[src/sv/tlpt_pkg.sv]
package tlpt_pkg;

    localparam int DIR_ENTRIES_DEF   = 1024;
    localparam int TABLE_ENTRIES_DEF = 1024;
    localparam int PAGE_BYTES        = 4096;

    localparam int ADDR_W    = 32;
    localparam int IDX_W     = 10;
    localparam int OFFSET_W  = $clog2(PAGE_BYTES);
    localparam int DIR_SHIFT = 22;
    localparam int TBL_SHIFT = 12;
    localparam int FRAME_W   = ADDR_W - OFFSET_W;
    localparam int FLAGS_W   = 8;
    localparam int DIR_W     = 9;
    localparam int PTE_W     = FRAME_W + FLAGS_W;
    localparam int COUNT_W   = 11;
    localparam int STATUS_W  = 3;
    localparam int CMD_W     = 2;

    localparam logic [CMD_W-1:0] CMD_TRANSLATE = 2'd0;
    localparam logic [CMD_W-1:0] CMD_MAP       = 2'd1;
    localparam logic [CMD_W-1:0] CMD_UNMAP     = 2'd2;

    localparam logic [STATUS_W-1:0] STATUS_OK       = 3'd0;
    localparam logic [STATUS_W-1:0] STATUS_ALIGN    = 3'd1;
    localparam logic [STATUS_W-1:0] STATUS_NOMEM    = 3'd2;
    localparam logic [STATUS_W-1:0] STATUS_DUP      = 3'd3;
    localparam logic [STATUS_W-1:0] STATUS_UNMAPPED = 3'd4;

    localparam int CFG_ADDR_W = 3;
    localparam int CFG_DATA_W = 32;
    localparam logic [CFG_ADDR_W-1:0] ADDR_MAX_TABLES = 3'd0;
    localparam logic [COUNT_W-1:0] MAX_TABLES_RESET = 11'd1024;

    typedef struct packed {
        logic [CMD_W-1:0]   command;
        logic [ADDR_W-1:0]  virt_addr;
        logic [ADDR_W-1:0]  phys_addr;
        logic [FLAGS_W-1:0] entry_flags;
    } req_t;

    typedef struct packed {
        logic [STATUS_W-1:0] status;
        logic [ADDR_W-1:0]   phys_result;
        logic [COUNT_W-1:0]  tables_in_use;
    } rsp_t;

    typedef enum logic [1:0] {
        ST_CLEAR,
        ST_IDLE,
        ST_PAGE,
        ST_EXEC
    } state_t;

    typedef struct packed {
        logic clear;
        logic capture;
        logic page_rd;
        logic exec;
    } ctrl_cmd_t;

    typedef struct packed {
        logic clear_last;
    } ctrl_stat_t;

endpackage

[src/sv/tlpt_regs.sv]
module tlpt_regs (
    input  logic                                clk,
    input  logic                                rst_n,
    input  logic                                psel,
    input  logic                                penable,
    input  logic                                pwrite,
    input  logic [tlpt_pkg::CFG_ADDR_W-1:0]     paddr,
    input  logic [tlpt_pkg::CFG_DATA_W-1:0]     pwdata,
    output logic [tlpt_pkg::CFG_DATA_W-1:0]     prdata,
    output logic                                pready,
    output logic [tlpt_pkg::COUNT_W-1:0]        max_tables
);

    logic [tlpt_pkg::COUNT_W-1:0] max_tables_reg;
    logic [tlpt_pkg::COUNT_W-1:0] max_tables_next;
    logic                         wr_en;

    assign pready = 1'b1;
    assign wr_en  = psel && penable && pwrite;

    always_comb
    begin
        max_tables_next = max_tables_reg;
        if (wr_en && (paddr == tlpt_pkg::ADDR_MAX_TABLES))
        begin
            max_tables_next = pwdata[tlpt_pkg::COUNT_W-1:0];
        end
    end

    always_ff @(posedge clk or negedge rst_n)
    begin
        if (!rst_n)
        begin
            max_tables_reg <= tlpt_pkg::MAX_TABLES_RESET;
        end
        else
        begin
            max_tables_reg <= max_tables_next;
        end
    end

    always_comb
    begin
        prdata = '0;
        if (paddr == tlpt_pkg::ADDR_MAX_TABLES)
        begin
            prdata = {{(tlpt_pkg::CFG_DATA_W - tlpt_pkg::COUNT_W){1'b0}}, max_tables_reg};
        end
    end

    assign max_tables = max_tables_reg;

endmodule

[config.mk]
export PLATFORM = sky130hd
export DESIGN_NAME = tlpt_regs
export DESIGN_NICKNAME = d
export VERILOG_FILES = /design/src/sv/tlpt_pkg.sv /design/src/sv/tlpt_regs.sv
export SDC_FILE = /design/constraint.sdc
export NUM_CORES = 1
export LEC_CHECK = 0
export ABC_CLOCK_PERIOD_IN_PS = 800
export BUFFER_PORTS_ARGS = -buffer_cell sky130_fd_sc_hd__buf_2
export CAP_MARGIN = 10
export CORE_UTILIZATION = 25
export DETAILED_ROUTE_END_ITERATION = 12
export HOLD_SLACK_MARGIN = 0.15
export PLACE_DENSITY_LB_ADDON = 0.08
export SLEW_MARGIN = 30
export SYNTH_ARGS = -nofsm -noshare
export SYNTH_HDL_FRONTEND = slang
export SYNTH_SLANG_ARGS = --single-unit
export TNS_END_PERCENT = 100
[constraint.sdc]
create_clock -name clk -period 0.8 [get_ports clk]
set_input_delay 0.04 -clock clk [delete_from_list [all_inputs] [get_ports clk]]
set_output_delay 0.04 -clock clk [all_outputs]
set_load 0.005 [all_outputs]
### Word-level counts from Yosys, hierarchy flattened

Index checks and enable logic that the tools add are counted.

* ROM bits: 0
* bits in registers: 11
* bits in writable memories: 0
* latch bits: 0
* memories: 0
* word-level logic and storage cells: 6

* magnitude comparators: 0
* bitwise operators: 0
* $mul: 0
* shifts and indexed selects: 0
* add/subtract/negate cells: 0
* reduce and logical (&&, ||, !) cells: 4
* divide/modulo/power cells: 0
* equal/unequal tests: 0
* muxes and demuxes: 1

Operator list (count)
* $mux 11: 1
* $logic_and 1x1->1: 3
* $logic_not 3->1: 1

### Depth between registers and ports, before layout

Gate-level depths: netlist of the first run.

* word-level depth: 3
* mapped depth: 4
* mapped depth without buffers: 3

### Least setup slack after synthesis of the first run

Ideal clock, no wire load.

* path kind: input to register
* start: input port paddr[1] in the netlist's numbering
* end: register max_tables_reg, in the netlist max_tables[0]
* buffers on the path: 1
* slack: -0.241 ns
* stages on the path: 4
* arrival: 0.916 ns
* path through: nor3_2 and4_4 buf_12 mux2_4

* cells in the longest elaborated chain, start to end: 2

Ends and longest elaborated chain
* start, declared: line tlpt_regs.sv:7 `input logic [tlpt_pkg::CFG_ADDR_W-1:0] paddr,`
* $logic_not 3->1: line tlpt_regs.sv:24 `if (wr_en && (paddr == tlpt_pkg::ADDR_MAX_TABLES))`
* $logic_and 1x1->1: line tlpt_regs.sv:24
* end signal, assigned: line tlpt_regs.sv:34 `max_tables_reg <= tlpt_pkg::MAX_TABLES_RESET;`
* end signal, assigned: line tlpt_regs.sv:38 `max_tables_reg <= max_tables_next;`
* end, declared: line tlpt_regs.sv:14 `logic [tlpt_pkg::COUNT_W-1:0] max_tables_reg;`

No other way between the ends.
A chain may end at the register's enable or synchronous reset.

### Worst setup path after layout of the first run

* start: register max_tables_reg, in the netlist max_tables[10]
* end: output port prdata[10] in the netlist's numbering

* cells in the longest elaborated chain, start to end: 1

Ends and longest elaborated chain
* $mux 11: line tlpt_regs.sv:45 `if (paddr == tlpt_pkg::ADDR_MAX_TABLES)`
* end, declared: line tlpt_regs.sv:9 `output logic [tlpt_pkg::CFG_DATA_W-1:0] prdata,`

No other way between the ends.

==> results of run 1 <==
## layout make-up
cell class              instances  share of cell area, %
repair buffers                 63                   40.3
well taps                      31                   3.36
multi-input cells              46                   30.0
flip-flops and latches         11                   24.0
clock buffers                   4                   2.28
## Yosys cell counts, drive strengths merged
master  number
mux2        11
dfstp        1
clkbuf       1
buf         23
and4         1
nor3         1
and2        11
conb         2
dfrtp       10
## report_power, final
| group | total (mW) | switching (mW) | internal (mW) |
|---|---|---|---|
| clock network | 0.367 | 0.174 | 0.193 |
| registers | 0.757 | 0.0842 | 0.673 |
| logic | 0.580 | 0.172 | 0.409 |
## metrics by stage
| stage | cell area [µm²] | TNS (ns) |
|---|---|---|
| after global placement | 885 | -3.71 |
| after detailed placement | 885 | -3.88 |
| final | 1150 | -3.37 |
| after CTS | 1150 | -3.79 |
| after floorplan | 807 | -2.14 |
| after global routing | 1150 | -4.89 |
## kinds of logic (layout without fill, tap and decap cells)
family / after synthesis / count (layout) / synth area share, %
buffers and inverters: 24 / 67 / 26.0
flip-flops: 11 / 11 / 38.1
multiplexers: 11 / 11 / 22.2
other: 2 / 22 / 1.03
AND/OR/NAND/NOR: 13 / 13 / 12.6
## worst reg2reg max path: cells and delay by family, from the launching register on
family	cells	cell delay [ns]
DFF	1	0.40
muxes	1	0.25
buffers and inverters	1	0.12
## path summary, 6_finish.rpt
kind                                            startpoint                          to  slack, ns  depth (start not counted)
worst max-delay path            max_tables[10]$_DFFE_PN1P_                  prdata[10]      -0.26                          2
worst min-delay path                                 rst_n   max_tables[7]$_DFFE_PN0P_       0.18                          2
worst max register to register   max_tables[1]$_DFFE_PN0P_   max_tables[1]$_DFFE_PN0P_      -0.09                          2
worst min register to register   max_tables[0]$_DFFE_PN0P_   max_tables[0]$_DFFE_PN0P_       0.54                          1
max in group asynchronous                            rst_n  max_tables[10]$_DFFE_PN1P_       0.35                          2
min in group clk                                  paddr[1]  max_tables[10]$_DFFE_PN1P_       0.38                          5
## layer usage
layer	wire [µm]	vias up	GRT usage, %
met5	0	-	0
met4	0	0	2.09
met3	108	0	5.12
met2	773	31	17.7
met1	627	264	13.4
li1	-	275	-
## cell usage in the layout, fill, tap and decap left out
| cell type | n |
|---|---|
| buf_2 | 37 |
| and2_4 | 1 |
| clkbuf_4 | 3 |
| buf_12 | 2 |
| dfrtp_1 | 10 |
| conb_1 | 22 |
| clkbuf_1 | 1 |
| buf_6 | 8 |
| mux2_4 | 11 |
| and4_4 | 1 |
| and2_1 | 10 |
| buf_4 | 4 |
| dlygate4sd3_1 | 12 |
| dfstp_2 | 1 |
| nor3_4 | 1 |
## what timing repair did
action / 4_1_cts / 5_1_grt
hold buffers: 12 / 0
cloned: 1 / 0
endpoints found under the hold margin: 22 / 0
pin swaps: 6 / 5
endpoints found under the setup margin: 32 / 33
resized for setup: 7 / 4
setup buffers: 8 / 1
==> flow_summary.ini, run 1 <==
[die]
initial_utilization_pct = 26.3
rows = 19
core_area_mm2 = 0.00276
dieHeight_um = 55.9
ioPinCount = 84
dieWidth_um = 55.9
dieArea_mm2 = 0.00312

[logic_synthesis]
yosys_warnings = 0
netlist_instances = 61
synth_area_um2 = 726
synth_cell_types = 12
ys_seq_area_share_pct = 38.1
synth_top_area_share_pct = 34.5
synthTopCellsByArea = dfrtp_1 (34%), buf_4 (23%), mux2_4 (21%)
yosysTopAreaCell = dfrtp_1
syn_area_per_cell_um2 = 11.9
ys_ff_latch = 11

[timing]
period_share_pct = 133
hold-worst-slack_ns = 0.185
setup_slack_ns = -0.264
slew_violations = 0
clock_skew_ns = 0
finalSetupViolations = 32
maxClockFrequency_mhz = 940
post-route-min-period_ns = 1.06
finalHoldViolCount = 0
rsz0062_at_grt = yes

[global_route]
grt_pass1_vias = 528
grt_pass1_wl_mm = 2.51
antenna_found_initial = 0
overflow = 0
grt_usage_pct = 10.9
grt_max_degree = 12

[final_layout]
multi_input_area_um2 = 347
diodes = 0
syn_to_final_growth_pct = 59.0
fin_util_pct = 41.8
largest_reg_flops = 11
fillerInstances = 299
finalNetCount = 165
layoutNonFillerInstCount = 155
drive_gt1_share_pct = 55.6
seq_area_um2 = 277

[status]
violations = setup timing
outcome = finished with violations

[critical_path]
end_kind = output pin
crit_fanout = 3
cp_slowest_stage_delay_ns = 0.54
crit_chain = and2_4, buf_6
worstSetupStartpointType = flop
path_buf_inv = 1
worstPathRequired_ns = 0.76
path_class = flop to output pin
cp.arrival_ns = 1.02
crit_slowest_cell = dfstp_2
cp_top_family = flip-flops

[route]
drc = 0
drt_iter0_markers = 1
wl_mm = 1.51
wire_per_inst_um = 9.74
drtPass1Iterations = 2
avgViaCountPerCell = 3.68
via_count = 570
ant_nets = 0

[placement]
hpwlAfterDp_mm = 1.00
gp_congestion = 0.554
dp.cells = 130
pre_cts_slack_ns = -0.362
portBuffers = 40

[clock_network]
cts.clk_slew.worst_paths_ns = 0.07
cts_tree = done
h-tree-depth = 1
clock-root-buffer = clkbuf_4
cts.sinks = 11
cts_buffers = 3
clk_latency_ns = 0.26
clk_path_buf_depth = 2

[flow_run]
timing.max_cap.violations = 0

[pwr]
max-vdd-ir-drop_v = 0.000930
p_total_mw = 1.70
power_density_mw_per_mm2 = 1480
p_leak_nw = 0.645

[worst_hold_path]
hp-class = input pin to async pin
No activity file was read; power rests on OpenSTA's default activity.
==> run 2, diff against run 1 <==
--- a/config.mk
+++ b/config.mk
@@ -5,13 +5,14 @@
 export SDC_FILE = /design/constraint.sdc
 export NUM_CORES = 1
 export LEC_CHECK = 0
-export ABC_CLOCK_PERIOD_IN_PS = 800
+export ABC_CLOCK_PERIOD_IN_PS = 1200
 export BUFFER_PORTS_ARGS = -buffer_cell sky130_fd_sc_hd__buf_2
 export CAP_MARGIN = 10
 export CORE_UTILIZATION = 25
 export DETAILED_ROUTE_END_ITERATION = 12
 export HOLD_SLACK_MARGIN = 0.15
 export PLACE_DENSITY_LB_ADDON = 0.08
+export REMOVE_ABC_BUFFERS = 1
 export SLEW_MARGIN = 30
 export SYNTH_ARGS = -nofsm -noshare
 export SYNTH_HDL_FRONTEND = slang
==> constraint.sdc (replaced) <==
create_clock -name clk -period 1.2 [get_ports clk]
set_input_delay 0.06 -clock clk [delete_from_list [all_inputs] [get_ports clk]]
set_output_delay 0.06 -clock clk [all_outputs]
set_load 0.005 [all_outputs]
==> flow_summary.ini, run 2 (synthesis results as in run 1) <==
[status]
outcome = complete, no violations

[timing]
finalSetupViolations = 0
maxClockFrequency_mhz = 927
hold-worst-slack_ns = 0.191
post-route-min-period_ns = 1.08
rsz0062_at_grt = no
clock_skew_ns = 0
slew_violations = 0
finalHoldViolCount = 0
period_share_pct = 89.9

[route]
drtPass1Iterations = 2
wl_mm = 1.38
avgViaCountPerCell = 3.79
ant_nets = 0
drc = 0
via_count = 549
drt_iter0_markers = 6
wire_per_inst_um = 9.52

[clock_network]
cts_hold_buffers = 12
cts-resized-gates = 0
cts.clk_slew.worst_paths_ns = 0.07
cts.sinks = 11
post_cts_buffers = 0
clock-root-buffer = clkbuf_4
h-tree-depth = 1
cts_tree = done
cts_buffers = 3
clk_latency_ns = 0.26
clk_path_buf_depth = 2

[final_layout]
multi_input_area_um2 = 335
fillerInstances = 304
drive_gt1_share_pct = 51.8
layoutNonFillerInstCount = 145
seq_area_um2 = 277
mostFrequentLayoutCell = buf_2
finalNetCount = 155
fin_util_pct = 36.4
largest_reg_flops = 11
syn_to_final_growth_pct = 38.4
diodes = 0
most-common-layout-cells = buf_2 (40), conb_1 (22), dlygate4sd3_1 (12)

[critical_path]
cp.arrival_ns = 1.02
end_kind = output pin
path_class = flop to output pin
crit_chain = and2_2, buf_2
cp_slowest_stage_delay_ns = 0.54
worstSetupStartpointType = flop
rrSetupSlack_ns = 0.42
crit_slowest_cell = dfstp_2
worstPathRequired_ns = 1.14
crit_fanout = 3

[placement]
hpwlAfterDp_mm = 1.01
dp.cells = 129
portBuffers = 40
gp_congestion = 0.554

[global_route]
grt_max_degree = 12
overflow = 0
antenna_found_initial = 0
grt_pass1_wl_mm = 2.04
grt_usage_pct = 8.93
grt_pass1_vias = 445

[pwr]
max-vdd-ir-drop_v = 0.000758
p_leak_nw = 0.572
p_total_mw = 1.05
power_density_mw_per_mm2 = 1040

[die]
dieHeight_um = 55.9
initial_utilization_pct = 26.3
ioPinCount = 84
core_area_mm2 = 0.00276
dieWidth_um = 55.9
rows = 19
dieArea_mm2 = 0.00312

[flow_run]
timing.max_cap.violations = 0

[worst_hold_path]
hp-class = input pin to async pin
-- run 2: cell count changes in the layout (fill, tap and decap cells not counted) --
cell	change
and2_2	+1
and2_4	-1
buf_12	-2
buf_2	+3
buf_4	-3
buf_6	-8
mux2_2	+1
mux2_4	-1
nor3_2	+1
nor3_4	-1
-- run 2: critical path, delay by kind of cell, from the launching register on --
kind | cells | cell delay [ns]
DFF | 1 | 0.54
and+or+nand+nor | 1 | 0.12
buffers and inverters | 1 | 0.10
-- run 2: cell type report --
type	instances	area share, %
repair buffers	53	32.6
multi-input cells	46	33.4
well taps	31	3.86
flip-flops and latches	11	27.5
clock buffers	4	2.62
-- run 2: final timing paths --
path	from	end	cells past startpoint
setup / recovery	max_tables[10]$_DFFE_PN1P_	prdata[10]	2
setup reg to reg	max_tables[9]$_DFFE_PN0P_	max_tables[9]$_DFFE_PN0P_	1
max in group asynchronous	rst_n	max_tables[10]$_DFFE_PN1P_	2
min in group clk	penable	max_tables[6]$_DFFE_PN0P_	3
hold reg to reg	max_tables[6]$_DFFE_PN0P_	max_tables[6]$_DFFE_PN0P_	1
hold / removal	rst_n	max_tables[6]$_DFFE_PN0P_	2
-- run 2: power breakdown --
part / leakage (nW) / switching, mW / internal (mW)
Combinational: 0.419 / 0.0996 / 0.198
Sequential: 0.138 / 0.0491 / 0.448
Clock: 0.0150 / 0.124 / 0.128
-- run 2: routing by layer --
layer,global-route usage (%),routed length [µm],up-vias
met4,2.09,10,0
met3,5.12,131,2
met1,9.94,604,250
met5,0,0,-
li1,-,-,258
met2,14.8,634,39
-- run 2: metrics by stage --
stage | worst slack (ns) | cell area (µm²) | setup TNS (ns)
2_1_floorplan | -0.0670 | 612 | -0.337
3_3_place_gp | -0.118 | 858 | -0.885
3_5_place_dp | -0.113 | 858 | -0.811
4_1_cts | 0.104 | 1000 | 0
5_1_grt | 0.0608 | 1000 | 0
6_report | 0.121 | 1000 | 0
==> run 3, diff against run 2 <==
--- a/config.mk
+++ b/config.mk
@@ -5,13 +5,13 @@
 export SDC_FILE = /design/constraint.sdc
 export NUM_CORES = 1
 export LEC_CHECK = 0
-export ABC_CLOCK_PERIOD_IN_PS = 1200
+export ABC_CLOCK_PERIOD_IN_PS = 1370
 export BUFFER_PORTS_ARGS = -buffer_cell sky130_fd_sc_hd__buf_2
 export CAP_MARGIN = 10
 export CORE_UTILIZATION = 25
 export DETAILED_ROUTE_END_ITERATION = 12
 export HOLD_SLACK_MARGIN = 0.15
-export PLACE_DENSITY_LB_ADDON = 0.08
+export PLACE_DENSITY_LB_ADDON = 0.3
 export REMOVE_ABC_BUFFERS = 1
 export SLEW_MARGIN = 30
 export SYNTH_ARGS = -nofsm -noshare
==> constraint.sdc (replaced) <==
create_clock -name clk -period 1.37 [get_ports clk]
set_input_delay 0.0685 -clock clk [delete_from_list [all_inputs] [get_ports clk]]
set_output_delay 0.0685 -clock clk [all_outputs]
set_load 0.005 [all_outputs]
==> flow_summary.ini, run 3 (synthesis results as in run 1) <==
[die]
dieArea_mm2 = 0.00312
dieHeight_um = 55.9
initial_utilization_pct = 26.3
ioPinCount = 84
core_area_mm2 = 0.00276
dieWidth_um = 55.9
rows = 19

[critical_path]
worstPathRequired_ns = 1.30
cp.arrival_ns = 1.02
critPathLaunch = max_tables[10]$_DFFE_PN1P_
path_class = flop to output pin
worstSetupStartpointType = flop
crit_fanout = 3
end_kind = output pin
r2r-start = max_tables[7]$_DFFE_PN0P_

[final_layout]
finalNetCount = 157
drive_gt1_share_pct = 52.6
fin_util_pct = 37.4
syn_to_final_growth_pct = 42.2
diodes = 0
layoutNonFillerInstCount = 147
most-common-layout-cells = buf_2 (40), conb_1 (22), dlygate4sd3_1 (12)
largest_reg_flops = 11
mostFrequentLayoutCell = buf_2

[global_route]
grt_pass1_wl_mm = 2.48
grt_usage_pct = 10.6
grt_pass1_vias = 532
overflow = 0
grt_max_degree = 12
antenna_found_initial = 0

[pwr]
p_leak_nw = 0.586
max-vdd-ir-drop_v = 0.000438
p_total_uw = 922
power_density_mw_per_mm2 = 893

[timing]
maxClockFrequency_mhz = 916
clock_skew_ns = 0
finalHoldViolCount = 0
rsz0062_at_grt = no
finalSetupViolations = 0
slew_violations = 0
setup_tns_ns = 0
hold-worst-slack_ns = 0.217
period_share_pct = 79.7
post-route-min-period_ns = 1.09

[clock_network]
clk_path_buf_depth = 2
cts.sinks = 11
cts-resized-gates = 0
clk_latency_ns = 0.26
cts_buffers = 3
cts.clk_slew.worst_paths_ns = 0.07
cts_tree = done
h-tree-depth = 1
clock-root-buffer = clkbuf_4

[flow_run]
timing.max_cap.violations = 0

[placement]
portBuffers = 40
hpwlAfterDp_mm = 1.09
dp.cells = 131
gp_congestion = 0.612

[route]
ant_nets = 0
wire_per_inst_um = 10.6
wl_mm = 1.55
avgViaCountPerCell = 3.82
drtPass1Iterations = 4
drt_iter0_markers = 11
via_count = 562
drc = 0

[worst_hold_path]
hp-class = input pin to async pin

[status]
outcome = complete, no violations
run 3: cell types whose count changed in the layout (fill, tap and decap cells not counted), sizes merged:
cell | before | now
buf | 41 | 43
run 3: worst paths after layout:
| check | slack, ns | endpoint | cells past startpoint |
|---|---|---|---|
| setup / recovery | 0.28 | prdata[10] | 2 |
| hold / removal | 0.22 | max_tables[6]$_DFFE_PN0P_ | 2 |
| setup reg to reg | 0.59 | max_tables[7]$_DFFE_PN0P_ | 1 |
| hold reg to reg | 0.53 | max_tables[5]$_DFFE_PN0P_ | 1 |
| max in group asynchronous | 0.88 | max_tables[10]$_DFFE_PN1P_ | 2 |
| min in group clk | 0.29 | max_tables[5]$_DFFE_PN0P_ | 3 |
run 3: per-stage QoR:
step | setup slack (ns) | instance area, µm²
detailed placement | 0.0577 | 886
global route | 0.229 | 1030
global placement | 0.0640 | 886
CTS | 0.266 | 1030
finish | 0.279 | 1030
floorplan | 0.0945 | 612
run 3: power breakdown:
| part | internal [mW] | leakage (nW) | switching [mW] |
|---|---|---|---|
| registers | 0.392 | 0.138 | 0.0418 |
| logic | 0.175 | 0.432 | 0.0907 |
| clock network | 0.112 | 0.0150 | 0.110 |
run 3: final cells by class:
| class | count | area [µm²] |
|---|---|---|
| sequential | 11 | 277 |
| tap | 31 | 38.8 |
| clock buffer | 4 | 26.3 |
| timing repair buffer | 55 | 355 |
| multi-input combinational | 46 | 335 |
| fill | 296 | 1730 |
run 3: critical path, cell delays in order, from the launching register on:
cell     delay (ns)
dfstp_2        0.54
and2_2         0.12
buf_2          0.10
run 3: per-layer routing:
metal	up-vias	wire, µm	GRT usage (%)
met2	38	791	17.6
met4	0	0	4.18
met3	0	125	2.09
met5	-	0	0
li1	261	-	-
met1	263	635	13.5
run 3: repair_timing:
item | CTS | global route
setup endpoints to repair | 0 | 0
buffers inserted | 0 | 0
hold buffers | 12 | 0
hold endpoints to repair | 22 | 0
