<file path="config.mk">
export PLATFORM = sky130hd
export DESIGN_NAME = tlpt_ctrl
export DESIGN_NICKNAME = d
export VERILOG_FILES = /design/src/sv/tlpt_pkg.sv /design/src/sv/tlpt_ctrl.sv
export SDC_FILE = /design/constraint.sdc
export NUM_CORES = 1
export LEC_CHECK = 0
export BUFFER_PORTS_ARGS = -buffer_cell sky130_fd_sc_hd__buf_2
export CAP_MARGIN = 20
export CORE_AREA = 2 2 39 41
export CTS_CLUSTER_SIZE = 28
export DETAILED_ROUTE_END_ITERATION = 16
export DIE_AREA = 0 0 41 43
export PLACE_DENSITY_LB_ADDON = 0.1
export RECOVER_POWER = 100
export SETUP_SLACK_MARGIN = 0.3
export SYNTH_ARGS = -nofsm -noshare
export SYNTH_HDL_FRONTEND = slang
export SYNTH_SLANG_ARGS = --single-unit
</file>
<file path="constraint.sdc">
create_clock -name clk -period 1.2 [get_ports clk]
set_input_delay 0.12 -clock clk [delete_from_list [all_inputs] [get_ports clk]]
set_output_delay 0.12 -clock clk [all_outputs]
set_load 0.1 [all_outputs]
</file>
<file path="src/sv/tlpt_pkg.sv">
package tlpt_pkg;

    localparam int DIR_ENTRIES_DEF   = 1024;
    localparam int TABLE_ENTRIES_DEF = 1024;
    localparam int PAGE_BYTES        = 4096;

    localparam int ADDR_W    = 32;
    localparam int IDX_W     = 10;
    localparam int OFFSET_W  = $clog2(PAGE_BYTES);
    localparam int DIR_SHIFT = 22;
    localparam int TBL_SHIFT = 12;
    localparam int FRAME_W   = ADDR_W - OFFSET_W;
    localparam int FLAGS_W   = 8;
    localparam int DIR_W     = 9;
    localparam int PTE_W     = FRAME_W + FLAGS_W;
    localparam int COUNT_W   = 11;
    localparam int STATUS_W  = 3;
    localparam int CMD_W     = 2;

    localparam logic [CMD_W-1:0] CMD_TRANSLATE = 2'd0;
    localparam logic [CMD_W-1:0] CMD_MAP       = 2'd1;
    localparam logic [CMD_W-1:0] CMD_UNMAP     = 2'd2;

    localparam logic [STATUS_W-1:0] STATUS_OK       = 3'd0;
    localparam logic [STATUS_W-1:0] STATUS_ALIGN    = 3'd1;
    localparam logic [STATUS_W-1:0] STATUS_NOMEM    = 3'd2;
    localparam logic [STATUS_W-1:0] STATUS_DUP      = 3'd3;
    localparam logic [STATUS_W-1:0] STATUS_UNMAPPED = 3'd4;

    localparam int CFG_ADDR_W = 3;
    localparam int CFG_DATA_W = 32;
    localparam logic [CFG_ADDR_W-1:0] ADDR_MAX_TABLES = 3'd0;
    localparam logic [COUNT_W-1:0] MAX_TABLES_RESET = 11'd1024;

    typedef struct packed {
        logic [CMD_W-1:0]   command;
        logic [ADDR_W-1:0]  virt_addr;
        logic [ADDR_W-1:0]  phys_addr;
        logic [FLAGS_W-1:0] entry_flags;
    } req_t;

    typedef struct packed {
        logic [STATUS_W-1:0] status;
        logic [ADDR_W-1:0]   phys_result;
        logic [COUNT_W-1:0]  tables_in_use;
    } rsp_t;

    typedef enum logic [1:0] {
        ST_CLEAR,
        ST_IDLE,
        ST_PAGE,
        ST_EXEC
    } state_t;

    typedef struct packed {
        logic clear;
        logic capture;
        logic page_rd;
        logic exec;
    } ctrl_cmd_t;

    typedef struct packed {
        logic clear_last;
    } ctrl_stat_t;

endpackage

</file>
<file path="src/sv/tlpt_ctrl.sv">
module tlpt_ctrl (
    input  logic                   clk,
    input  logic                   rst_n,
    input  logic                   start,
    input  tlpt_pkg::ctrl_stat_t   stat,
    output tlpt_pkg::ctrl_cmd_t    cmd,
    output logic                   busy
);

    tlpt_pkg::state_t state_reg;
    tlpt_pkg::state_t state_next;

    always_comb
    begin
        state_next = state_reg;
        unique case (state_reg)
            tlpt_pkg::ST_CLEAR:
            begin
                if (stat.clear_last)
                begin
                    state_next = tlpt_pkg::ST_IDLE;
                end
            end
            tlpt_pkg::ST_IDLE:
            begin
                if (start)
                begin
                    state_next = tlpt_pkg::ST_PAGE;
                end
            end
            tlpt_pkg::ST_PAGE:
            begin
                state_next = tlpt_pkg::ST_EXEC;
            end
            tlpt_pkg::ST_EXEC:
            begin
                state_next = tlpt_pkg::ST_IDLE;
            end
            default:
            begin
                state_next = tlpt_pkg::ST_CLEAR;
            end
        endcase
    end

    always_ff @(posedge clk or negedge rst_n)
    begin
        if (!rst_n)
        begin
            state_reg <= tlpt_pkg::ST_CLEAR;
        end
        else
        begin
            state_reg <= state_next;
        end
    end

    always_comb
    begin
        cmd  = '0;
        busy = 1'b1;
        unique case (state_reg)
            tlpt_pkg::ST_CLEAR:
            begin
                cmd.clear = 1'b1;
            end
            tlpt_pkg::ST_IDLE:
            begin
                busy        = 1'b0;
                cmd.capture = start;
            end
            tlpt_pkg::ST_PAGE:
            begin
                cmd.page_rd = 1'b1;
            end
            tlpt_pkg::ST_EXEC:
            begin
                cmd.exec = 1'b1;
            end
            default:
            begin
                busy = 1'b1;
            end
        endcase
    end

endmodule

</file>
# [Word-level counts from Yosys, hierarchy flattened]
# Cells that the tools add are included.
[classes] n_mux=8 n_reduce_logical=2 n_eq_ne=5
[ops] op="one-hot mux 2 bit (4 select lines)" count=1
[ops] op="2-to-1 mux 1 bit" count=5
[ops] op="equality test 2 bit, second input constant" count=2
[ops] op="2-to-1 mux 2 bit" count=2
[ops] op="inequality test 2 bit, second input constant" count=2
[ops] op="equality test 2 x 1 -> 1 bit, second input constant" count=1
[ops] op="logical NOT 2 bit" count=1
[ops] op="AND reduction 2 bit" count=1
[totals] out_inout_bits=5 reg_bits=2 input_bits=4

# [Logic depth before layout (Yosys ltp)]
# Gate-level depths: netlist of run 1.
[logic_depth] word_depth=3 ltp_mapped=5

# [Least setup slack after synthesis of run 1]
# Ideal clock, no wire load.
[synth_timing] kind="register -> output" start="reg state_reg[1]" end="out cmd[2] in the netlist's numbering" path_stages_with_launch=5 arrival_ps=2450 required_ps=1080 path_slack_ps=-1370 cell_sequence="dfrtp_1 -> inv_1 -> ha_1 -> inv_1 -> nor2_1"
[synth_rtl] element="start: declaration" line="tlpt_ctrl.sv:10" source="tlpt_pkg::state_t state_reg;"
[synth_rtl] element="start signal: assignment" line="tlpt_ctrl.sv:50" source="state_reg <= tlpt_pkg::ST_CLEAR;"
[synth_rtl] element="start signal: assignment" line="tlpt_ctrl.sv:54" source="state_reg <= state_next;"
[synth_rtl] element="end: declaration" line="tlpt_ctrl.sv:6" source="output tlpt_pkg::ctrl_cmd_t cmd,"

# [Final worst setup path of run 1]
[layout_timing] start="reg state_reg[0]" end="reg state_reg[1]"
[layout_between] elab_chain_cells=3
[layout_lines] element="equality test 2 x 1 -> 1 bit / logical NOT 2 bit (equally long branches)" line="tlpt_ctrl.sv:16" source="unique case (state_reg)"
[layout_lines] element="inequality test 2 bit (no line)"
[layout_lines] element="AND reduction 2 bit (no line)"
# Parallel ways exist; a longest one is shown, timed or not.
# A chain may end at the register's enable or synchronous reset.

==> results by group, run 1 <==
Cells and area
  • Fill count: 147
  • Max FFs per register: 2
  • Register area: 51.30 um^2
  • Area of the multi-input gates: 146.4 um^2
  • NumNets Final: 42
  • Layout area overhead: 149.6%
  • Cell area after layout: 415.4 um^2
  • Commonest non-fill, non-tap cell in the layout: buf_12
  • Commonest non-fill, non-tap cells in the layout: buf_12, ha_4, clkbuf_4, buf_4
  • Final core utilization: 30.02%
  • Antenna diode count: 0
  • Layout cells sized above 1: 78.13%

Floorplanning
  • Initial Util: 12.03%
  • Core footprint: between 1000 and 1500 um^2
  • Full die area: 1763 um^2
  • # rows: 14
  • Die X: approximately 40 um
  • Die Y: 43 um
  • # IOs: 9

CTS
  • Clock Tree Buf Depth: 2
  • # H-tree levels: 1
  • CTS sink count: 2
  • Skew-Pair Late Insertion Delay: 230 ps
  • CTS tree: built
  • Clock-pin slew on the worst setup and hold paths: 30 ps
  • Root buffer cell: clkbuf_4
  • Total CTS buffers: 3

Place
  • Post-DP Area: ~330 um^2
  • Port-buffer cells: 8
  • Dpl hpwl: 307.5 um
  • Pre-CTS setup slack: -120.9 ps
  • RePlAce Congestion: 0.5729

Timing
  • Final setup margin: -96.21 ps
  • Slew @ Worst Pin: 159.6 ps
  • Slew HR: about nine tenths
  • Final Hold Vio Count: 0
  • RSZ-0062 raised after global routing: true
  • Slew Viols, Final: 0
  • Fin crit share: 108.0%
  • Final setup fails: 5
  • Clock Skew: roughly 2.2 ps
  • Final Critical Period: roughly 1300 ps
  • Hold_ws: 180.9 ps
  • FMAX: 771.5 MHz

Setup path
  • R2R Path Start: state_reg[0]$_DFFE_PN0P_
  • Crit path capture type: register
  • Critical Path AT: 1410 ps
  • CP Max Fanout: 4
  • Reg2Reg Setup Slack: -100 ps
  • Cells on worst reg2reg path: 4
  • Critical path type: reg2reg
  • Worst r2r dst: state_reg[1]$_DFFE_PN0P_
  • Critical path startpoint: state_reg[0]$_DFFE_PN0P_
  • WP data required: about 1300 ps
  • CP startpoint kind: register

Min path
  • Worst Hold Depth: 3
  • Hold path start: stat
  • Hold endpoint: state_reg[0]$_DFFE_PN0P_
  • Hold crit path type: in2reg

Synthesis
  • Register area share after synthesis: 30.08%
  • Synth Cell Area: around 170 um^2
  • Syn. warnings: 0
  • Cell variety after synth: 8
  • Post-Synthesis Net Count: 24
  • Synthesized area per cell: 10.40 um^2
  • Seq cells post-synth: 2
  • Post-Syn Instances: 16

Route
  • Total Wirelength: 386 um
  • TritonRoute pass-1 iters: 3
  • Via/cell ratio: 3.500
  • Vias: between 150 and 200
  • Routed Antenna Nets: 0
  • DRC Markers: 0
  • 1st-iter DRT viols: 3
  • Drt wl/cell: 8.042 um

GRT
  • Initial antenna violation count: 0
  • Vias in the first global route: 162
  • Largest net degree at the start of global routing: 5
  • Gr usage total: 6.313%
  • Overflow after GRT: 0
  • First-pass GRT wire length: 627 um

Outcome
  • Failing checks: negative setup slack
  • Status: finished, violations left

Job
  • Max-capacitance violation count: 0
==> worst max-delay path: stages, from the launching register on <==
cell     delay (ps)
dfrtp_2         430
ha_4            180
buf_4           130
a21oi_2         130
mux2_4          300
==> synthesized netlist by cell type <==
library cell  count  area, um^2
mux2_4            1       15.01
dfrtp_1           2       50.05
a21oi_2           1       8.760
inv_1             4       15.01
ha_1              4       50.05
nor2b_4           1       13.76
o21ai_0           2       10.01
nor2_1            1       3.750
==> layer usage <==
| metal | global-route usage, % | wire length, um | up-vias |
|---|---|---|---|
| met5 | 0 | 0 | - |
| met4 | 6.000 | 0 | 0 |
| met3 | 6.283 | 40 | 0 |
| met2 | 6.875 | 192 | 9 |
| met1 | 6.390 | 154 | 78 |
| li1 | - | - | 81 |
==> worst max path at each step <==
stage | to | slack (ps) | cells after the start
after floorplan | cmd[2] | -610 | 4
after CTS | state_reg[1]$_DFFE_PN0P_ | -110 | 5
after global placement | state_reg[1]$_DFFE_PN0P_ | -110 | 5
final | state_reg[1]$_DFFE_PN0P_ | -100 | 4
after global routing | cmd[2] | -150 | 5
after detailed placement | state_reg[1]$_DFFE_PN0P_ | -120 | 5
==> final cells by class <==
class | count | share of cell area [%]
clock buffers | 3 | 5.422
flip-flops and latches | 2 | 12.35
well taps | 16 | 4.819
multi-input cells | 10 | 35.24
repair buffers | 13 | 37.95
inverters | 4 | 4.217
==> timing repair <==
action,in CTS,in global routing
endpoints found under the hold margin,2,0
gates resized for setup,9,3
hold buffers,1,0
setup buffers,0,1
endpoints found under the setup margin,7,7
pin swaps,1,0
==> cell families after synthesis <==
group	after synthesis	share of synthesized area, %
AO/OA/AOI/OAI	3	11.28
multiplexers	1	9.020
flip-flops	2	30.08
adder cells (fa/ha/maj)	4	30.08
buffers and inverters	4	9.020
AND/OR/NAND/NOR	2	10.52
==> metrics by stage <==
| step | instances | TNS, ps |
|---|---|---|
| final | 48 | -374.7 |
| after global routing | 48 | -695.0 |
| after CTS | 47 | -475.2 |
| after detailed placement | 43 | -120.9 |
| after global placement | 43 | -105.9 |
| after floorplan | 16 | -1799 |
Power of run 1 is left out: the tool's default activity adds up to more than one toggle a clock period on the data nets, which glitch-free logic cannot reach.
==> inputs of run 2 (changes only) <==
--- a/config.mk
+++ b/config.mk
@@ -13,7 +13,7 @@
 export DIE_AREA = 0 0 41 43
 export PLACE_DENSITY_LB_ADDON = 0.1
 export RECOVER_POWER = 100
-export SETUP_SLACK_MARGIN = 0.3
+export SETUP_SLACK_MARGIN = 0.2
 export SYNTH_ARGS = -nofsm -noshare
 export SYNTH_HDL_FRONTEND = slang
 export SYNTH_SLANG_ARGS = --single-unit
==> constraint.sdc (replaced) <==
create_clock -name clk -period 1.3 [get_ports clk]
set_input_delay 0.13 -clock clk [delete_from_list [all_inputs] [get_ports clk]]
set_output_delay 0.13 -clock clk [all_outputs]
set_load 0.1 [all_outputs]
==> run 2 against run 1 <==
  * The flow still finishes with violations (negative setup slack)
  * Setup slack improved by 88 ps
  * Flip-flop and latch count unchanged
  * Die area unchanged
  * Via count decreased by 1.2%
  * Critical endpoint is now cmd[2]
==> results by group, run 2 (synthesized netlist as in run 1, its figures left out) <==
Cells and area
  • Area of the multi-input gates: 140.1 um^2 (-4.3%)
  • Antenna diode count: 0 (unchanged)
  • Commonest non-fill, non-tap cells in the layout: buf_12, buf_4, clkbuf_4
  • Fill count: 149 (+1.4%)
  • Layout cells sized above 1: 81.25% (+3.1 points)
  • Register area: 51.30 um^2 (unchanged)
  • Commonest non-fill, non-tap cell in the layout: buf_12
  • Max FFs per register: 2 (unchanged)
  • NumNets Final: 42 (unchanged)
  • Layout area overhead: 143.6%

Job
  • Max-capacitance violation count: 0 (unchanged)

Place
  • RePlAce Congestion: 0.5570 (-2.8%)
  • Port-buffer cells: 8 (unchanged)
  • Dpl hpwl: 289.2 um (-6.0%)

Timing
  • Clock Skew: 4.666 ps (+2.477 ps)
  • RSZ-0062 raised after global routing: true
  • Fin crit share: 100.6%
  • Final setup fails: 2 (-3)
  • Final setup margin: -8.373 ps (+87.84 ps)
  • FMAX: 764.3 MHz
  • Setup TNS Final: -10.27 ps (+364.5 ps)
  • Slew Viols, Final: 0 (unchanged)
  • Slew HR: 87.38% (-2.0 points)
  • Final Critical Period: 1308 ps
  • Slew @ Worst Pin: 189.2 ps (+29.61 ps)
  • Final Hold Vio Count: 0 (unchanged)

Floorplanning
  • Full die area: 1763 um^2 (unchanged)
  • # IOs: 9 (unchanged)
  • Die X: 41 um (unchanged)
  • # rows: 14 (unchanged)
  • Initial Util: 12.03% (unchanged)
  • Core footprint: 1384 um^2 (unchanged)
  • Die Y: 43 um (unchanged)

Setup path
  • Cell Chain, Critical Path: inv_2, ha_4, inv_4, nor2_4, buf_12
  • Critical path type: reg2out
  • CP startpoint kind: register
  • R2R Path Start: state_reg[0]$_DFFE_PN0P_
  • Critical path startpoint: state_reg[1]$_DFFE_PN0P_
  • CP Max Fanout: 3 (-1)
  • WP data required: 1170 ps (-140 ps)
  • Cells on worst reg2reg path: 5 (+1)
  • Setup crit end: cmd[2]
  • Slowest cell on crit path: dfrtp_1
  • Critical Path AT: 1180 ps (-230 ps)
  • Worst r2r dst: state_reg[1]$_DFFE_PN0P_
  • CP peak stage delay: 380 ps (-50 ps)
  • Crit path capture type: primary output
  • Reg2Reg Setup Slack: 0 ps (+100 ps)

Route
  • TritonRoute pass-1 iters: 1 (-2)
  • Via/cell ratio: 3.458 (-1.2%)
  • Wire length on met2: 216 um (+13%)
  • Uppermost layer routed: met3
  • Total Wirelength: 380 um (-1.6%)
  • 1st-iter DRT viols: 0 (-3)
  • Routed Antenna Nets: 0 (unchanged)
  • Vias: 166 (-1.2%)
  • Met3 WL: 24 um (-40%)
  • WL met1: 139 um (-9.7%)
  • Drt wl/cell: 7.917 um (-1.6%)
  • DRC Markers: 0 (unchanged)

CTS
  • Total CTS buffers: 3 (unchanged)
  • # H-tree levels: 1 (unchanged)
  • CTS sink count: 2 (unchanged)
  • Root buffer cell: clkbuf_4
  • Clock Tree Buf Depth: 2 (unchanged)
  • Skew-Pair Late Insertion Delay: 230 ps (about the same)
  • Clock-pin slew on the worst setup and hold paths: 30 ps (about the same)
  • CTS tree: built

GRT
  • First-pass GRT wire length: 669 um (+6.7%)
  • Gr usage total: 6.006% (-0.31 points)
  • Overflow after GRT: 0 (unchanged)
  • Vias in the first global route: 190 (+17%)
  • Initial antenna violation count: 0 (unchanged)
  • Largest net degree at the start of global routing: 5 (unchanged)

Min path
  • Hold crit path type: in2reg

Outcome
  • Status: finished, violations left
  • Failing checks: negative setup slack
[run 2: cell types whose count changed in the layout (fill, tap and decap cells not counted)]
cell / delta
ha_4: -1
buf_6: -1
o21ai_0: -1
buf_4: +1
o21ai_2: +1
ha_2: +1
[run 2: cell type report]
class	count	area share, %
clock buffer	3	5.556
inverter	4	4.321
multi-input combinational	10	34.57
sequential	2	12.65
tap	16	4.938
timing repair buffer	13	37.96
[run 2: critical path: cells and delay by family (launching register included)]
family / cells / cell delay, ps
AND/OR/NAND/NOR: 1 / 90
adder cells (fa/ha/maj): 1 / 160
flip-flops: 1 / 380
buffers and inverters: 3 / 320
[run 2: metal layers]
metal  GRT usage, %  vias to the layer above
met4          8.000                        0
li1               -                       82
met3          1.571                        0
met2          7.813                        8
met5              0                        -
met1          6.369                       76
[run 2: worst min-delay path by stage]
stage,start,endpoint,slack (ps),cells past startpoint
6_report,stat,state_reg[0]$_DFFE_PN0P_,190,3
5_1_grt,stat,state_reg[0]$_DFFE_PN0P_,240,3
4_1_cts,stat,state_reg[0]$_DFFE_PN0P_,190,3
3_5_place_dp,rst_n,state_reg[1]$_DFFE_PN0P_,-80,1
3_3_place_gp,rst_n,state_reg[1]$_DFFE_PN0P_,-80,1
2_1_floorplan,rst_n,state_reg[0]$_DFFE_PN0P_,-170,0
[run 2: timing repair]
item | in CTS | in global routing
hold buffers | 1 | 0
setup buffers | 0 | 1
endpoints found under the hold margin | 2 | 0
setup endpoints to repair | 7 | 7
resized for setup | 10 | 2
pin swaps | 0 | 1
[run 2: through the flow]
stage / std cells / setup WS, ps / hold slack (ps) / utilization (%) / instance area [um^2]
final: 48 / -8.373 / 194.7 / 29.29 / 405.4
after global routing: 48 / -57.19 / 235.2 / 29.29 / 405.4
after CTS: 47 / -28.49 / 188.5 / 28.57 / 395.4
after detailed placement: 43 / -30.86 / -82.81 / 24.14 / 334.1
after global placement: 43 / -32.37 / -84.05 / 24.14 / 334.1
after floorplan: 16 / -524.7 / -165.6 / - / 176.4
Power of run 2 is left out for the same reason.
==> inputs of run 3 (changes only) <==
--- a/config.mk
+++ b/config.mk
@@ -11,7 +11,7 @@
 export CTS_CLUSTER_SIZE = 28
 export DETAILED_ROUTE_END_ITERATION = 16
 export DIE_AREA = 0 0 41 43
-export PLACE_DENSITY_LB_ADDON = 0.1
+export PLACE_DENSITY_LB_ADDON = 0.05
 export RECOVER_POWER = 100
 export SETUP_SLACK_MARGIN = 0.2
 export SYNTH_ARGS = -nofsm -noshare
==> constraint.sdc (replaced) <==
create_clock -name clk -period 1.7 [get_ports clk]
set_input_delay 0.17 -clock clk [delete_from_list [all_inputs] [get_ports clk]]
set_output_delay 0.17 -clock clk [all_outputs]
set_load 0.1 [all_outputs]
==> run 3 against run 2 <==
  * The run now ends clean
  * Clock skew down 1.7 ps
  * Cell area down 30%
  * Register-to-register slack better by 290 ps
  * Setup slack better by 190 ps
  * Global-route usage down 0.70 points
  * Flip-flop and latch count unchanged
  * Sequential share of layout area up 5.0 points
  * Die area unchanged
  * Count of clock-buffer cells in the layout unchanged
  * Routed wire length down 7.9%
==> results by group, run 3 (synthesized netlist as in run 1, its figures left out) <==
Cells and area
  • NumNets Final: 40 (-4.8%)
  • Commonest non-fill, non-tap cells in the layout: clkbuf_4, inv_1, ha_1, buf_2
  • Final core utilization: 20.52% (-8.8 points)
  • Layout cells sized above 1: 56.67% (-25 points)
  • Antenna diode count: 0 (unchanged)
  • Layout area overhead: 70.68%
  • Commonest non-fill, non-tap cell in the layout: clkbuf_4
  • Max FFs per register: 2 (unchanged)

CTS
  • CTS tree: built
  • Root buffer cell: clkbuf_4
  • Total CTS buffers: 3 (unchanged)
  • Skew-Pair Late Insertion Delay: 220 ps (about the same)
  • Clock Tree Buf Depth: 2 (unchanged)
  • Clock-pin slew on the worst setup and hold paths: 30 ps (about the same)
  • # H-tree levels: 1 (unchanged)
  • CTS sink count: 2 (unchanged)

Route
  • 1st-iter DRT viols: 0 (unchanged)
  • Total Wirelength: 350 um (-7.9%)
  • TritonRoute pass-1 iters: 1 (unchanged)
  • Via/cell ratio: 3.261 (-5.7%)
  • DRC Markers: 0 (unchanged)
  • Vias: 150 (-9.6%)
  • Drt wl/cell: 7.609 um (-3.9%)
  • Routed Antenna Nets: 0 (unchanged)

Timing
  • Slew HR: 64.17% (-23 points)
  • Fin crit share: roughly nine tenths
  • Final setup margin: 180.7 ps (+189.0 ps)
  • Final Critical Period: 1519 ps
  • RSZ-0062 raised after global routing: false
  • Clock Skew: 2.987 ps (-1.679 ps)
  • Final Hold Vio Count: 0 (unchanged)
  • Setup TNS Final: 0 ps (+10.27 ps)
  • Final setup fails: 0 (-2)
  • Hold_ws: 256.6 ps (+61.86 ps)
  • Slew @ Worst Pin: 539.8 ps (+350.6 ps)
  • FMAX: 658.2 MHz
  • Slew Viols, Final: 0 (unchanged)

Setup path
  • Cell Chain, Critical Path: inv_1, ha_2, inv_2, nor2_4, clkbuf_4
  • CP Max Fanout: 4 (+1)
  • WP data required: 1530 ps (+360 ps)
  • CP startpoint kind: register
  • R2R Path Start: state_reg[0]$_DFFE_PN0P_
  • Crit path capture type: primary output
  • CP peak stage delay: 400 ps (+20 ps)
  • Critical path startpoint: state_reg[1]$_DFFE_PN0P_
  • Slowest cell on crit path: dfrtp_1
  • Critical Path AT: 1350 ps (+170 ps)
  • Critical path type: reg2out

GRT
  • Initial antenna violation count: 0 (unchanged)
  • Vias in the first global route: 156 (-18%)
  • Gr usage total: 5.311% (-0.70 points)
  • First-pass GRT wire length: 600 um (-10%)
  • Overflow after GRT: 0 (unchanged)
  • Largest net degree at the start of global routing: 5 (unchanged)

Floorplanning
  • # IOs: 9 (unchanged)
  • Initial Util: 12.03% (unchanged)
  • Die Y: 43 um (unchanged)
  • # rows: 14 (unchanged)
  • Core footprint: 1384 um^2 (unchanged)
  • Full die area: 1763 um^2 (unchanged)
  • Die X: 41 um (unchanged)

Place
  • Dpl hpwl: 297.6 um (+2.9%)
  • RePlAce Congestion: 0.5725 (+2.8%)
  • Pre-CTS setup slack: 371.2 ps (+402.0 ps)
  • Port-buffer cells: 8 (unchanged)

Job
  • Max-capacitance violation count: 0 (unchanged)

Outcome
  • Status: completed

Min path
  • Hold crit path type: in2async
run 3: layout make-up:
| type | instances | area, um^2 |
|---|---|---|
| Multi-Input combinational cell | 10 | 107.6 |
| Inverter | 4 | 15.01 |
| Timing Repair Buffer | 11 | 68.82 |
| Fill cell | 159 | 1100 |
| Tap cell | 16 | 20.02 |
| Sequential cell | 2 | 50.05 |
| Clock buffer | 3 | 22.52 |
run 3: what timing repair did:
action                                  4_1_cts  5_1_grt
buffers inserted                              0        2
gates resized for setup                       2        2
hold endpoints to repair                      2        0
endpoints found under the setup margin        2        2
hold buffers                                  1        0
run 3: metal layers:
layer	up-vias	GRT usage, %	share of wire [%]
li1	78	-	-
met1	62	5.751	40
met2	8	8.125	48
met3	2	0	7.1
met4	0	6.000	4.9
met5	-	0	0
run 3: final timing paths:
| kind | end | slack [ps] | cells past startpoint |
|---|---|---|---|
| setup / recovery | cmd[2] | 180 | 5 |
| hold / removal | state_reg[0]$_DFFE_PN0P_ | 260 | 2 |
| setup reg to reg | state_reg[1]$_DFFE_PN0P_ | 290 | 5 |
| min in group clk | state_reg[0]$_DFFE_PN0P_ | 260 | 3 |
| max in group asynchronous | state_reg[1]$_DFFE_PN0P_ | 1310 | 2 |
| hold reg to reg | state_reg[0]$_DFFE_PN0P_ | 600 | 2 |
run 3: worst max-delay path: cells and delay by family, from the launching register on:
kind / cells / cell delay [ps]
adder cells (fa/ha/maj): 1 / 200
buffers and inverters: 3 / 460
flip-flops: 1 / 400
AND/OR/NAND/NOR: 1 / 60
run 3: per-stage QoR:
stage               area, um^2  instances
global placement         266.5         40
detailed placement       266.5         40
floorplan                176.4         16
global route             284.0         46
CTS                      304.0         44
finish                   284.0         46
Power of run 3 is left out for the same reason.
